===== src/sv/assert_macros.svh =====
// assertion macros shared by the decoder rtl
// no dependencies
`ifndef ASSERT_MACROS_SVH
`define ASSERT_MACROS_SVH

// implication checked on every rising edge, off while reset is high
`define ASSERT_IMPL(label, clk, rst, cond, prop) \
   label: assert property (@(posedge clk) disable iff (rst) (cond) |-> (prop)) \
      else $error("assertion failed");

// next-cycle implication, off while reset is high
`define ASSERT_NEXT(label, clk, rst, cond, prop) \
   label: assert property (@(posedge clk) disable iff (rst) (cond) |=> (prop)) \
      else $error("assertion failed");

`endif


===== src/sv/bc1_pkg.sv =====
// types and constants of the bc1 block texel decoder
// no dependencies
package bc1_pkg;

   localparam logic [15:0] GreenMask = 16'h07E0;
   localparam logic [15:0] BlueMask  = 16'h001F;
   localparam logic [12:0] WidthReset = 13'd4096;

   typedef struct packed {
      logic [31:0] index_word;
      logic [15:0] endpoint_a;
      logic [15:0] endpoint_b;
      logic [9:0]  block_column;
      logic [9:0]  block_row;
   } req_type;

   typedef struct packed {
      logic [11:0] pixel_x;
      logic [11:0] pixel_y;
      logic [7:0]  red;
      logic [7:0]  green;
      logic [7:0]  blue;
      logic        inside_res;
      logic        last;
   } rsp_type;

   typedef struct packed {
      logic [7:0] red;
      logic [7:0] green;
      logic [7:0] blue;
   } colour_type;

   typedef struct packed {
      colour_type [3:0] palette;
      logic [31:0]      index_word;
      logic [9:0]       block_column;
      logic [9:0]       block_row;
   } blk_type;

   typedef struct packed {
      logic empty;
      logic full;
   } q_status_type;

endpackage


===== src/sv/bc1_front.sv =====
// front end: input register, endpoint expansion and palette build
// depends on bc1_pkg
module bc1_front import bc1_pkg::*; (
   input  logic         clock,
   input  logic         reset,
   input  logic         req_valid,
   output logic         req_ready,
   input  req_type      req_data,
   input  q_status_type q_status,
   output logic         q_push,
   output blk_type      q_data
);

   function automatic logic [7:0] expand5(input logic [4:0] c);
      logic [13:0] t;
      logic [13:0] s;
      t = 14'(c) * 14'd255 + 14'd16;
      s = 14'(t >> 5) + t;
      return s[12:5];
   endfunction

   function automatic logic [7:0] expand6(input logic [5:0] c);
      logic [14:0] t;
      logic [14:0] s;
      t = 15'(c) * 15'd255 + 15'd32;
      s = 15'(t >> 6) + t;
      return s[13:6];
   endfunction

   // floor(x/3) for x below 768
   function automatic logic [7:0] div3(input logic [9:0] x);
      logic [19:0] p;
      p = 20'(x) * 20'd683;
      return p[18:11];
   endfunction

   function automatic colour_type expand565(input logic [15:0] col);
      colour_type c;
      logic [15:0] g;
      g = (col & GreenMask) >> 5;
      c.red   = expand5(col[15:11]);
      c.green = expand6(g[5:0]);
      c.blue  = expand5(col[4:0] & BlueMask[4:0]);
      return c;
   endfunction

   function automatic logic [7:0] blend_third(input logic [7:0] a, input logic [7:0] b);
      return div3({1'b0, a, 1'b0} + {2'b0, b});
   endfunction

   function automatic logic [7:0] blend_half(input logic [7:0] a, input logic [7:0] b);
      logic [8:0] s;
      s = {1'b0, a} + {1'b0, b};
      return s[8:1];
   endfunction

   logic    valid_ff, valid_in;
   req_type data_ff, data_in;

   colour_type e0, e1;
   logic       four_colour;

   assign q_push    = valid_ff && !q_status.full;
   assign req_ready = !valid_ff || !q_status.full;

   always_comb begin
      valid_in = valid_ff;
      data_in  = data_ff;
      if (q_push) begin
         valid_in = 1'b0;
      end
      if (req_valid && req_ready) begin
         valid_in = 1'b1;
         data_in  = req_data;
      end
   end

   always_ff @(posedge clock) begin
      if (reset) begin
         valid_ff <= 1'b0;
      end else begin
         valid_ff <= valid_in;
      end
      data_ff <= data_in;
   end

   always_comb begin
      e0          = expand565(data_ff.endpoint_a);
      e1          = expand565(data_ff.endpoint_b);
      four_colour = data_ff.endpoint_a > data_ff.endpoint_b;
      q_data.palette[0] = e0;
      q_data.palette[1] = e1;
      if (four_colour) begin
         q_data.palette[2].red   = blend_third(e0.red, e1.red);
         q_data.palette[2].green = blend_third(e0.green, e1.green);
         q_data.palette[2].blue  = blend_third(e0.blue, e1.blue);
         q_data.palette[3].red   = blend_third(e1.red, e0.red);
         q_data.palette[3].green = blend_third(e1.green, e0.green);
         q_data.palette[3].blue  = blend_third(e1.blue, e0.blue);
      end else begin
         q_data.palette[2].red   = blend_half(e0.red, e1.red);
         q_data.palette[2].green = blend_half(e0.green, e1.green);
         q_data.palette[2].blue  = blend_half(e0.blue, e1.blue);
         q_data.palette[3]       = '0;
      end
      q_data.index_word   = data_ff.index_word;
      q_data.block_column = data_ff.block_column;
      q_data.block_row    = data_ff.block_row;
   end

endmodule


===== src/sv/bc1_queue.sv =====
// two-entry block queue between front and back ends
// depends on bc1_pkg
module bc1_queue import bc1_pkg::*; (
   input  logic         clock,
   input  logic         reset,
   input  logic         q_push,
   input  blk_type      q_data,
   input  logic         q_pop,
   output blk_type      q_head,
   output q_status_type q_status
);

   blk_type    entry_ff [2];
   logic       wr_ptr_ff, wr_ptr_in;
   logic       rd_ptr_ff, rd_ptr_in;
   logic [1:0] count_ff, count_in;

   assign q_head          = entry_ff[rd_ptr_ff];
   assign q_status.empty  = count_ff == 2'd0;
   assign q_status.full   = count_ff == 2'd2;

   always_comb begin
      wr_ptr_in = wr_ptr_ff ^ q_push;
      rd_ptr_in = rd_ptr_ff ^ q_pop;
      count_in  = count_ff + {1'b0, q_push} - {1'b0, q_pop};
   end

   always_ff @(posedge clock) begin
      if (reset) begin
         wr_ptr_ff <= 1'b0;
         rd_ptr_ff <= 1'b0;
         count_ff  <= 2'd0;
      end else begin
         wr_ptr_ff <= wr_ptr_in;
         rd_ptr_ff <= rd_ptr_in;
         count_ff  <= count_in;
      end
      if (q_push) begin
         entry_ff[wr_ptr_ff] <= q_data;
      end
   end

endmodule


===== src/sv/bc1_back.sv =====
// back end: texel walk over the queue head and result register
// depends on bc1_pkg
module bc1_back import bc1_pkg::*; (
   input  logic         clock,
   input  logic         reset,
   input  blk_type      q_head,
   input  q_status_type q_status,
   output logic         q_pop,
   input  logic [16:0]  width_eff,
   output logic         rsp_valid,
   input  logic         rsp_ready,
   output rsp_type      rsp_data
);

   logic [3:0] texel_ff, texel_in;
   logic       valid_ff, valid_in;
   rsp_type    data_ff, data_in;
   logic       load;
   logic [1:0] sel;
   logic [31:0] shifted;

   assign load      = !q_status.empty && (!valid_ff || rsp_ready);
   assign q_pop     = load && (texel_ff == 4'd15);
   assign rsp_valid = valid_ff;
   assign rsp_data  = data_ff;

   always_comb begin
      shifted  = q_head.index_word >> {texel_ff, 1'b0};
      sel      = shifted[1:0];
      texel_in = texel_ff;
      valid_in = valid_ff;
      data_in  = data_ff;
      if (valid_ff && rsp_ready) begin
         valid_in = 1'b0;
      end
      if (load) begin
         texel_in            = texel_ff + 4'd1;
         valid_in            = 1'b1;
         data_in.pixel_x     = {q_head.block_column, texel_ff[1:0]};
         data_in.pixel_y     = {q_head.block_row, texel_ff[3:2]};
         data_in.red         = q_head.palette[sel].red;
         data_in.green       = q_head.palette[sel].green;
         data_in.blue        = q_head.palette[sel].blue;
         data_in.inside_res  = {5'b0, q_head.block_column, texel_ff[1:0]} < width_eff;
         data_in.last        = texel_ff == 4'd15;
      end
   end

   always_ff @(posedge clock) begin
      if (reset) begin
         texel_ff <= 4'd0;
         valid_ff <= 1'b0;
      end else begin
         texel_ff <= texel_in;
         valid_ff <= valid_in;
      end
      data_ff <= data_in;
   end

endmodule


===== src/sv/bc1_block_texel_decoder.sv =====
// bc1 block texel decoder: one block in, sixteen texels out in row-major order
// first texel passes the front input register, a queue entry and the result register
// then one texel per cycle while rsp_ready is high, the sustained back-end rate
// a two-entry queue lets the front end take new blocks while texels drain
// synchronous reset clears all handshake state and sets the width to 4096
// depends on bc1_pkg, bc1_front, bc1_queue, bc1_back and assert_macros.svh
`include "assert_macros.svh"
module bc1_block_texel_decoder import bc1_pkg::*; #(
   parameter int MAX_WIDTH = 4096
) (
   input  logic        clock,
   input  logic        reset,
   input  logic        req_valid,
   output logic        req_ready,
   input  req_type     req_data,
   output logic        rsp_valid,
   input  logic        rsp_ready,
   output rsp_type     rsp_data,
   input  logic        csr_valid,
   output logic        csr_ready,
   input  logic [12:0] csr_data
);

   localparam logic [16:0] MaxWidth = 17'(MAX_WIDTH);

   logic [12:0]  width_ff, width_in;
   logic [16:0]  width_eff;
   q_status_type q_status;
   logic         q_push, q_pop;
   blk_type      q_data, q_head;

   assign csr_ready = 1'b1;
   assign width_in  = (csr_valid && csr_ready) ? csr_data : width_ff;
   assign width_eff = ({4'b0, width_ff} > MaxWidth) ? MaxWidth : {4'b0, width_ff};

   always_ff @(posedge clock) begin
      if (reset) begin
         width_ff <= WidthReset;
      end else begin
         width_ff <= width_in;
      end
   end

   bc1_front u_front (
      .clock     (clock),
      .reset     (reset),
      .req_valid (req_valid),
      .req_ready (req_ready),
      .req_data  (req_data),
      .q_status  (q_status),
      .q_push    (q_push),
      .q_data    (q_data)
   );

   bc1_queue u_queue (
      .clock    (clock),
      .reset    (reset),
      .q_push   (q_push),
      .q_data   (q_data),
      .q_pop    (q_pop),
      .q_head   (q_head),
      .q_status (q_status)
   );

   bc1_back u_back (
      .clock     (clock),
      .reset     (reset),
      .q_head    (q_head),
      .q_status  (q_status),
      .q_pop     (q_pop),
      .width_eff (width_eff),
      .rsp_valid (rsp_valid),
      .rsp_ready (rsp_ready),
      .rsp_data  (rsp_data)
   );

   `ASSERT_IMPL(a_push_not_full, clock, reset, q_push, !q_status.full)
   `ASSERT_IMPL(a_pop_not_empty, clock, reset, q_pop, !q_status.empty)
   `ASSERT_IMPL(a_last_corner, clock, reset, rsp_valid && rsp_data.last, rsp_data.pixel_x[1:0] == 2'd3 && rsp_data.pixel_y[1:0] == 2'd3)
   `ASSERT_NEXT(a_pop_ends_block, clock, reset, q_pop, rsp_valid && rsp_data.last)

endmodule

===== config.mk =====
export PLATFORM = sky130hd
export DESIGN_NAME = bc1_block_texel_decoder
export DESIGN_NICKNAME = d
export VERILOG_FILES = /design/src/sv/bc1_pkg.sv /design/src/sv/bc1_front.sv /design/src/sv/bc1_queue.sv /design/src/sv/bc1_back.sv /design/src/sv/bc1_block_texel_decoder.sv
export VERILOG_INCLUDE_DIRS = /design/src /design/src/sv
export SDC_FILE = /design/constraint.sdc
export NUM_CORES = 1
export LEC_CHECK = 0
export BUFFER_PORTS_ARGS = -buffer_cell sky130_fd_sc_hd__buf_2
export CORE_AREA = 2 2 284 286
export CTS_BUF_LIST = sky130_fd_sc_hd__clkbuf_4 sky130_fd_sc_hd__clkbuf_8 sky130_fd_sc_hd__clkbuf_16
export CTS_CLUSTER_SIZE = 30
export DETAILED_ROUTE_END_ITERATION = 6
export DIE_AREA = 0 0 286 288
export PLACE_DENSITY = 0.75
export SYNTH_ARGS = -nofsm -noshare
export SYNTH_HDL_FRONTEND = slang
export SYNTH_HIERARCHICAL = 1
export SYNTH_SLANG_ARGS = --single-unit

===== constraint.sdc =====
create_clock -name clock -period 15.74 [get_ports clock]
set_input_delay 1.574 -clock clock [delete_from_list [all_inputs] [get_ports clock]]
set_output_delay 1.574 -clock clock [all_outputs]
set_load 0.01 [all_outputs]

==> flow_metrics.py, run 1 <==
metrics = {
    "route": {
        "drc": 0,
        "met2_length_um": 37200,
        "ant_nets": 0,
        "drt_pass1_iterations": 5,
        "routed_wl_um": 79400,
        "highest_layer": "met5",
        "num_vias": 24473,
        "wl_met1_um": 36500,
        "vias_per_cell": 5.34,
        "initialDrtViolationCount": 1127,
        "wire_per_inst_um": 17.3,
        "wl_met3_um": 3700,
    },
    "worst_setup_path": {
        "slowest_stage": "fa_1",
        "crit_fanout": 7,
        "critPathKind": "reg -> reg",
        "startpoint_type": "flop",
        "cp_slowest_stage_delay_ns": 0.56,
        "critPathRequiredTime_ns": 16.02,
        "cp_top_family": "adder cells",
        "cp-end-kind": "flop",
        "path_buf_inv": 10,
        "rr_worst_depth": 48,
        "r2r_slack_ns": 2.84,
        "reg2reg_from": "u_front/data_ff[26]",
        "arrival_ns": 13.18,
        "worstReg2RegEnd": "u_queue/entry_ff[0][115]",
        "crit_top_cell": "inv_1",
    },
    "placement": {
        "dpl.cell_count": 4480,
        "hpwl_um": 61900,
        "placed_area_um2": 40800,
        "globalplace.congestion": 0.903,
        "io_buffers": 153,
    },
    "cells_and_area": {
        "syn2layout_area_growth_pct": 8.30,
        "drive_gt1_frac": 0.144,
        "fill_cells": 6751,
        "fin_area_um2": 42500,
        "nNetsFinal": 4436,
        "instances_no_fill": 4579,
    },
    "cts": {
        "clockRootBuffer": "clkbuf_16",
        "cts_buffer_depth": 3,
        "clock_sinks": 453,
        "clk_pin_slew_ns": 0.06,
        "cts_buffers": 50,
        "cts-hold-fix-buffers": 0,
        "cts_resized": 0,
        "clock_latency_ns": 0.64,
        "cts-htree-levels": 2,
        "post_cts_buffers": 0,
        "cts_tree": "built",
    },
    "status": {
        "status": "finished clean",
    },
    "sta": {
        "relSlewSlack": 0.309,
        "fin_crit_ns": 12.90,
        "tns_ns": 0,
        "tightest_slew_ns": 1.04,
        "skew_ns": 0.0644,
        "max_freq_ghz": 0.0775,
        "timing.final.crit_share": 0.820,
        "setup_violations": 0,
        "slew_violations": 0,
        "finalHoldViolations": 0,
        "grt_setup_unrepaired": "no",
    },
    "floorplan": {
        "start_util": 0.493,
        "ios": 155,
        "die_w_um": 286,
        "die_y_um": 288,
        "rows": 104,
        "die_area_um2": 82400,
        "fp.coreArea_um2": 79600,
    },
    "worst_hold_path": {
        "hold_end": "u_queue/entry_ff[1][4]",
        "min_path_type": "reg -> reg",
        "min_from": "u_front/q_data[4]",
        "min_delay_path_depth": 0,
    },
    "logic_synthesis": {
        "yosysTopAreaCell": "edfxtp_1",
        "synthTopCellsByArea": "edfxtp_1, ha_1, fa_1",
        "yosysWarnings": 6,
        "synthCells": 3352,
        "synth_ff_type": "edfxtp_1",
        "synth_cell_type_count": 102,
        "synth.cell_area_um2": 39300,
        "synth_edf_count": 430,
        "async_reset_ff_frac": 0,
        "synth_top_area_share": 0.329,
        "yosysSeqAreaShare": 0.341,
        "postSynthAreaPerCell_um2": 11.7,
        "ys_ff_latch": 453,
    },
    "global_routing": {
        "antenna_found_initial": 3,
        "grt_overflow_total": 0,
        "first_global_vias": 25164,
        "grt_pass1_wl_um": 129000,
        "grt_use_total": 0.195,
        "grt_max_degree": 59,
    },
    "run": {
        "max_cap_viol_count": 0,
    },
}
-- cells in the mapped netlist, drive strengths merged (23+ instances only) --
cell,count
ha,642
inv,505
edfxtp,430
fa,220
a21oi,163
mux2,157
nand2,146
xnor2,144
nor2,132
buf,89
xor2,74
a21o,73
o21ai,73
nor2b,43
nor3,33
o21bai,33
nand3,29
mux2i,27
a32oi,25
dfxtp,23
-- area by class of cell --
class                           instances  area [um^2]  share of cell area
Sequential cell                       453        13400               0.315
Timing Repair Buffer                  170          893              0.0210
Clock buffer                           59         1330              0.0312
Tap cell                             1060         1330              0.0312
Clock inverter                         35          422             0.00992
Antenna cell                            5         12.5            0.000294
Inverter                              505         1900              0.0446
Multi-Input combinational cell       2292        23300               0.547
-- cells in the final DEF, fill, tap and decap left out, types with 22 or more instances in the layout --
cell type	count
mux2_2	56
edfxtp_1	430
clkbuf_16	50
nor2b_1	42
nand3_1	28
dfxtp_1	22
fa_1	220
ha_1	640
nand2_1	145
xor2_1	70
nor2_1	132
mux2i_1	27
xnor2_1	140
a21oi_1	152
nor3_1	33
o21bai_1	33
o21ai_0	71
a21o_1	73
mux2_4	101
buf_2	153
inv_1	502
-- sequential cells by signal, indices dropped and copies added (netlist names) --
register,cells
u_queue/entry_ff,296
u_front/q_data,52
u_back/rsp_data,50
u_front/data_ff,32
width_ff,13
u_back/texel_ff,4
u_queue/count_ff,2
u_back/rsp_valid,1
u_front/valid_ff,1
u_queue/rd_ptr_ff,1
u_queue/wr_ptr_ff,1
-- stage by stage --
step | hold WS, ns | worst slack, ns | utilization
2_1_floorplan | 0.435 | 4.04 | -
3_3_place_gp | 0.423 | 3.17 | 0.512
3_5_place_dp | 0.431 | 2.97 | 0.512
4_1_cts | 0.401 | 2.92 | 0.534
5_1_grt | 0.427 | 1.88 | 0.534
6_report | 0.424 | 2.84 | 0.534
-- layer usage --
metal | global-route usage | vias up
met3 | 0.0300 | 123
met5 | 0 | -
met1 | 0.262 | 11931
li1 | - | 11972
met2 | 0.328 | 443
met4 | 0.0516 | 4
-- cells by family after synthesis --
kind of cell / Yosys count / share of synthesized area
flip-flops: 453 / 0.341
buffers and inverters: 610 / 0.0688
adder cells (fa/ha/maj): 866 / 0.318
AND/OR/NAND/NOR: 492 / 0.0603
other: 2 / 0.000191
XOR/XNOR: 220 / 0.0519
AO/OA/AOI/OAI: 519 / 0.0951
multiplexers: 190 / 0.0650
-- how the worst max path moves through the flow --
stage,from,to,slack (ns),cells after the start
6_report,u_front/data_ff[26],u_queue/entry_ff[0][115],2.84,48
5_1_grt,u_front/data_ff[26],u_queue/entry_ff[0][115],1.88,48
4_1_cts,u_front/data_ff[26],u_queue/entry_ff[0][115],2.92,48
3_5_place_dp,u_front/data_ff[26],u_queue/entry_ff[1][115],2.97,48
3_3_place_gp,u_front/data_ff[26],u_queue/entry_ff[0][115],3.17,48
2_1_floorplan,u_front/data_ff[26],u_queue/entry_ff[0][115],4.04,48
Power of run 1 is not shown: default switching activity piles up to over one toggle a cycle in this logic, so the estimate is an artifact.
==> run 2: changes to the inputs <==
Settings changed: PLACE_DENSITY 0.75 to 0.78.
Clock period 15.74 ns to 11.81 ns, I/O delays scaled along.
==> flow_metrics.py, run 2 (synthesis gave the netlist of run 1 again) <==
metrics = {
    "route": {
        "wire_per_inst_um": 17.6,
        "num_vias": 25124,
        "drt_pass1_iterations": 5,
        "drc": 0,
        "vias_per_cell": 5.36,
        "initialDrtViolationCount": 1352,
        "routed_wl_um": 82500,
        "ant_nets": 0,
    },
    "worst_setup_path": {
        "crit_fanout": 4,
        "critPathRequiredTime_ns": 12.15,
        "cp_slowest_stage_delay_ns": 0.53,
        "crit_top_cell": "fa_1",
        "slowest_stage": "fa_1",
        "path_buf_inv": 6,
        "startpoint_type": "flop",
        "arrival_ns": 11.83,
        "cp_top_family": "adder cells",
        "cp-end-kind": "flop",
        "critPathKind": "reg -> reg",
    },
    "sta": {
        "skew_ns": 0.0688,
        "max_freq_ghz": 0.0871,
        "tns_ns": 0,
        "timing.final.crit_share": 0.972,
        "finalHoldViolations": 0,
        "worst_slack_ns": 0.326,
        "tightest_slew_ns": 1.13,
        "relSlewSlack": 0.245,
        "fin_crit_ns": 11.48,
        "grt_setup_unrepaired": "yes",
        "slew_violations": 0,
        "setup_violations": 0,
    },
    "cells_and_area": {
        "instances_no_fill": 4686,
        "nNetsFinal": 4549,
        "area.sequential_um2": 13400,
        "final_core_utilization": 0.553,
        "largest-register": "u_queue/entry_ff",
        "layout_commonest_cell": "ha_1",
        "largest_register_ffs": 296,
        "drive_gt1_frac": 0.199,
        "multi_input_comb_area_um2": 24000,
        "fill_cells": 6530,
        "final_cell_mix": "ha_1, inv_1, edfxtp_1",
        "syn2layout_area_growth_pct": 12.1,
    },
    "floorplan": {
        "rows": 104,
        "die_y_um": 288,
        "die_area_um2": 82400,
        "ios": 155,
        "die_w_um": 286,
        "fp.coreArea_um2": 79600,
        "start_util": 0.493,
    },
    "global_routing": {
        "grt_max_degree": 61,
        "antenna_found_initial": 7,
        "grt_overflow_total": 0,
        "first_global_vias": 25690,
        "grt_pass1_wl_um": 132000,
        "grt_use_total": 0.198,
    },
    "cts": {
        "cts_tree": "built",
        "cts-hold-fix-buffers": 0,
        "clock_latency_ns": 0.62,
        "cts-htree-levels": 2,
        "cts_buffers": 50,
        "clock_sinks": 453,
        "clk_pin_slew_ns": 0.06,
        "clockRootBuffer": "clkbuf_16",
        "cts_buffer_depth": 3,
    },
    "run": {
        "max_cap_viol_count": 0,
    },
    "status": {
        "status": "finished clean",
    },
    "placement": {
        "io_buffers": 153,
        "dpl.cell_count": 4557,
        "globalplace.congestion": 0.931,
        "hpwl_um": 63100,
        "dp_slack_ns": -0.0991,
    },
    "worst_hold_path": {
        "min_path_type": "reg -> reg",
    },
}
[run 2: cell count changes in the layout (fill, tap and decap cells not counted), sizes merged]
cell	delta
diode	-3
bufinv	-3
clkinv	-2
clkinvlp	+2
buf	+113
[run 2: timing repair]
action	in CTS	in global routing
gates resized for setup	8	134
setup endpoints to repair	10	74
pin swaps	0	41
setup buffers	2	34
cloned	0	0
[run 2: per-layer routing]
| metal | part of all wire | GRT usage | vias to the layer above |
|---|---|---|---|
| li1 | - | - | 12168 |
| met1 | 0.44 | 0.264 | 12182 |
| met2 | 0.48 | 0.337 | 614 |
| met3 | 0.051 | 0.0277 | 148 |
| met4 | 0.026 | 0.0539 | 12 |
| met5 | 0.0010 | 0 | - |
[run 2: area by class of cell]
type                    count  area share
diodes                      2    0.000114
clock buffers              59      0.0301
clock inverters            32     0.00745
inverters                 505      0.0431
multi-input cells        2292       0.545
flip-flops and latches    453       0.304
well taps                1060      0.0301
repair buffers            283      0.0398
[run 2: worst paths after layout]
kind / startpoint / end / slack (ns) / cells past startpoint
hold reg to reg: u_front/q_data[36] / u_queue/entry_ff[1][36] / 0.44 / 0
hold / removal: u_front/q_data[36] / u_queue/entry_ff[1][36] / 0.44 / 0
setup reg to reg: u_front/data_ff[43] / u_queue/entry_ff[1][139] / 0.33 / 43
setup / recovery: u_front/data_ff[43] / u_queue/entry_ff[1][139] / 0.33 / 43
[run 2: metrics by stage]
stage                     hold WS [ns]  instance area [um^2]
after global placement           0.423                 41300
after detailed placement         0.431                 41300
after global routing             0.450                 44000
after floorplan                  0.435                 39300
final                            0.436                 44000
after CTS                        0.438                 43000
Power of run 2 is left out for the same reason.
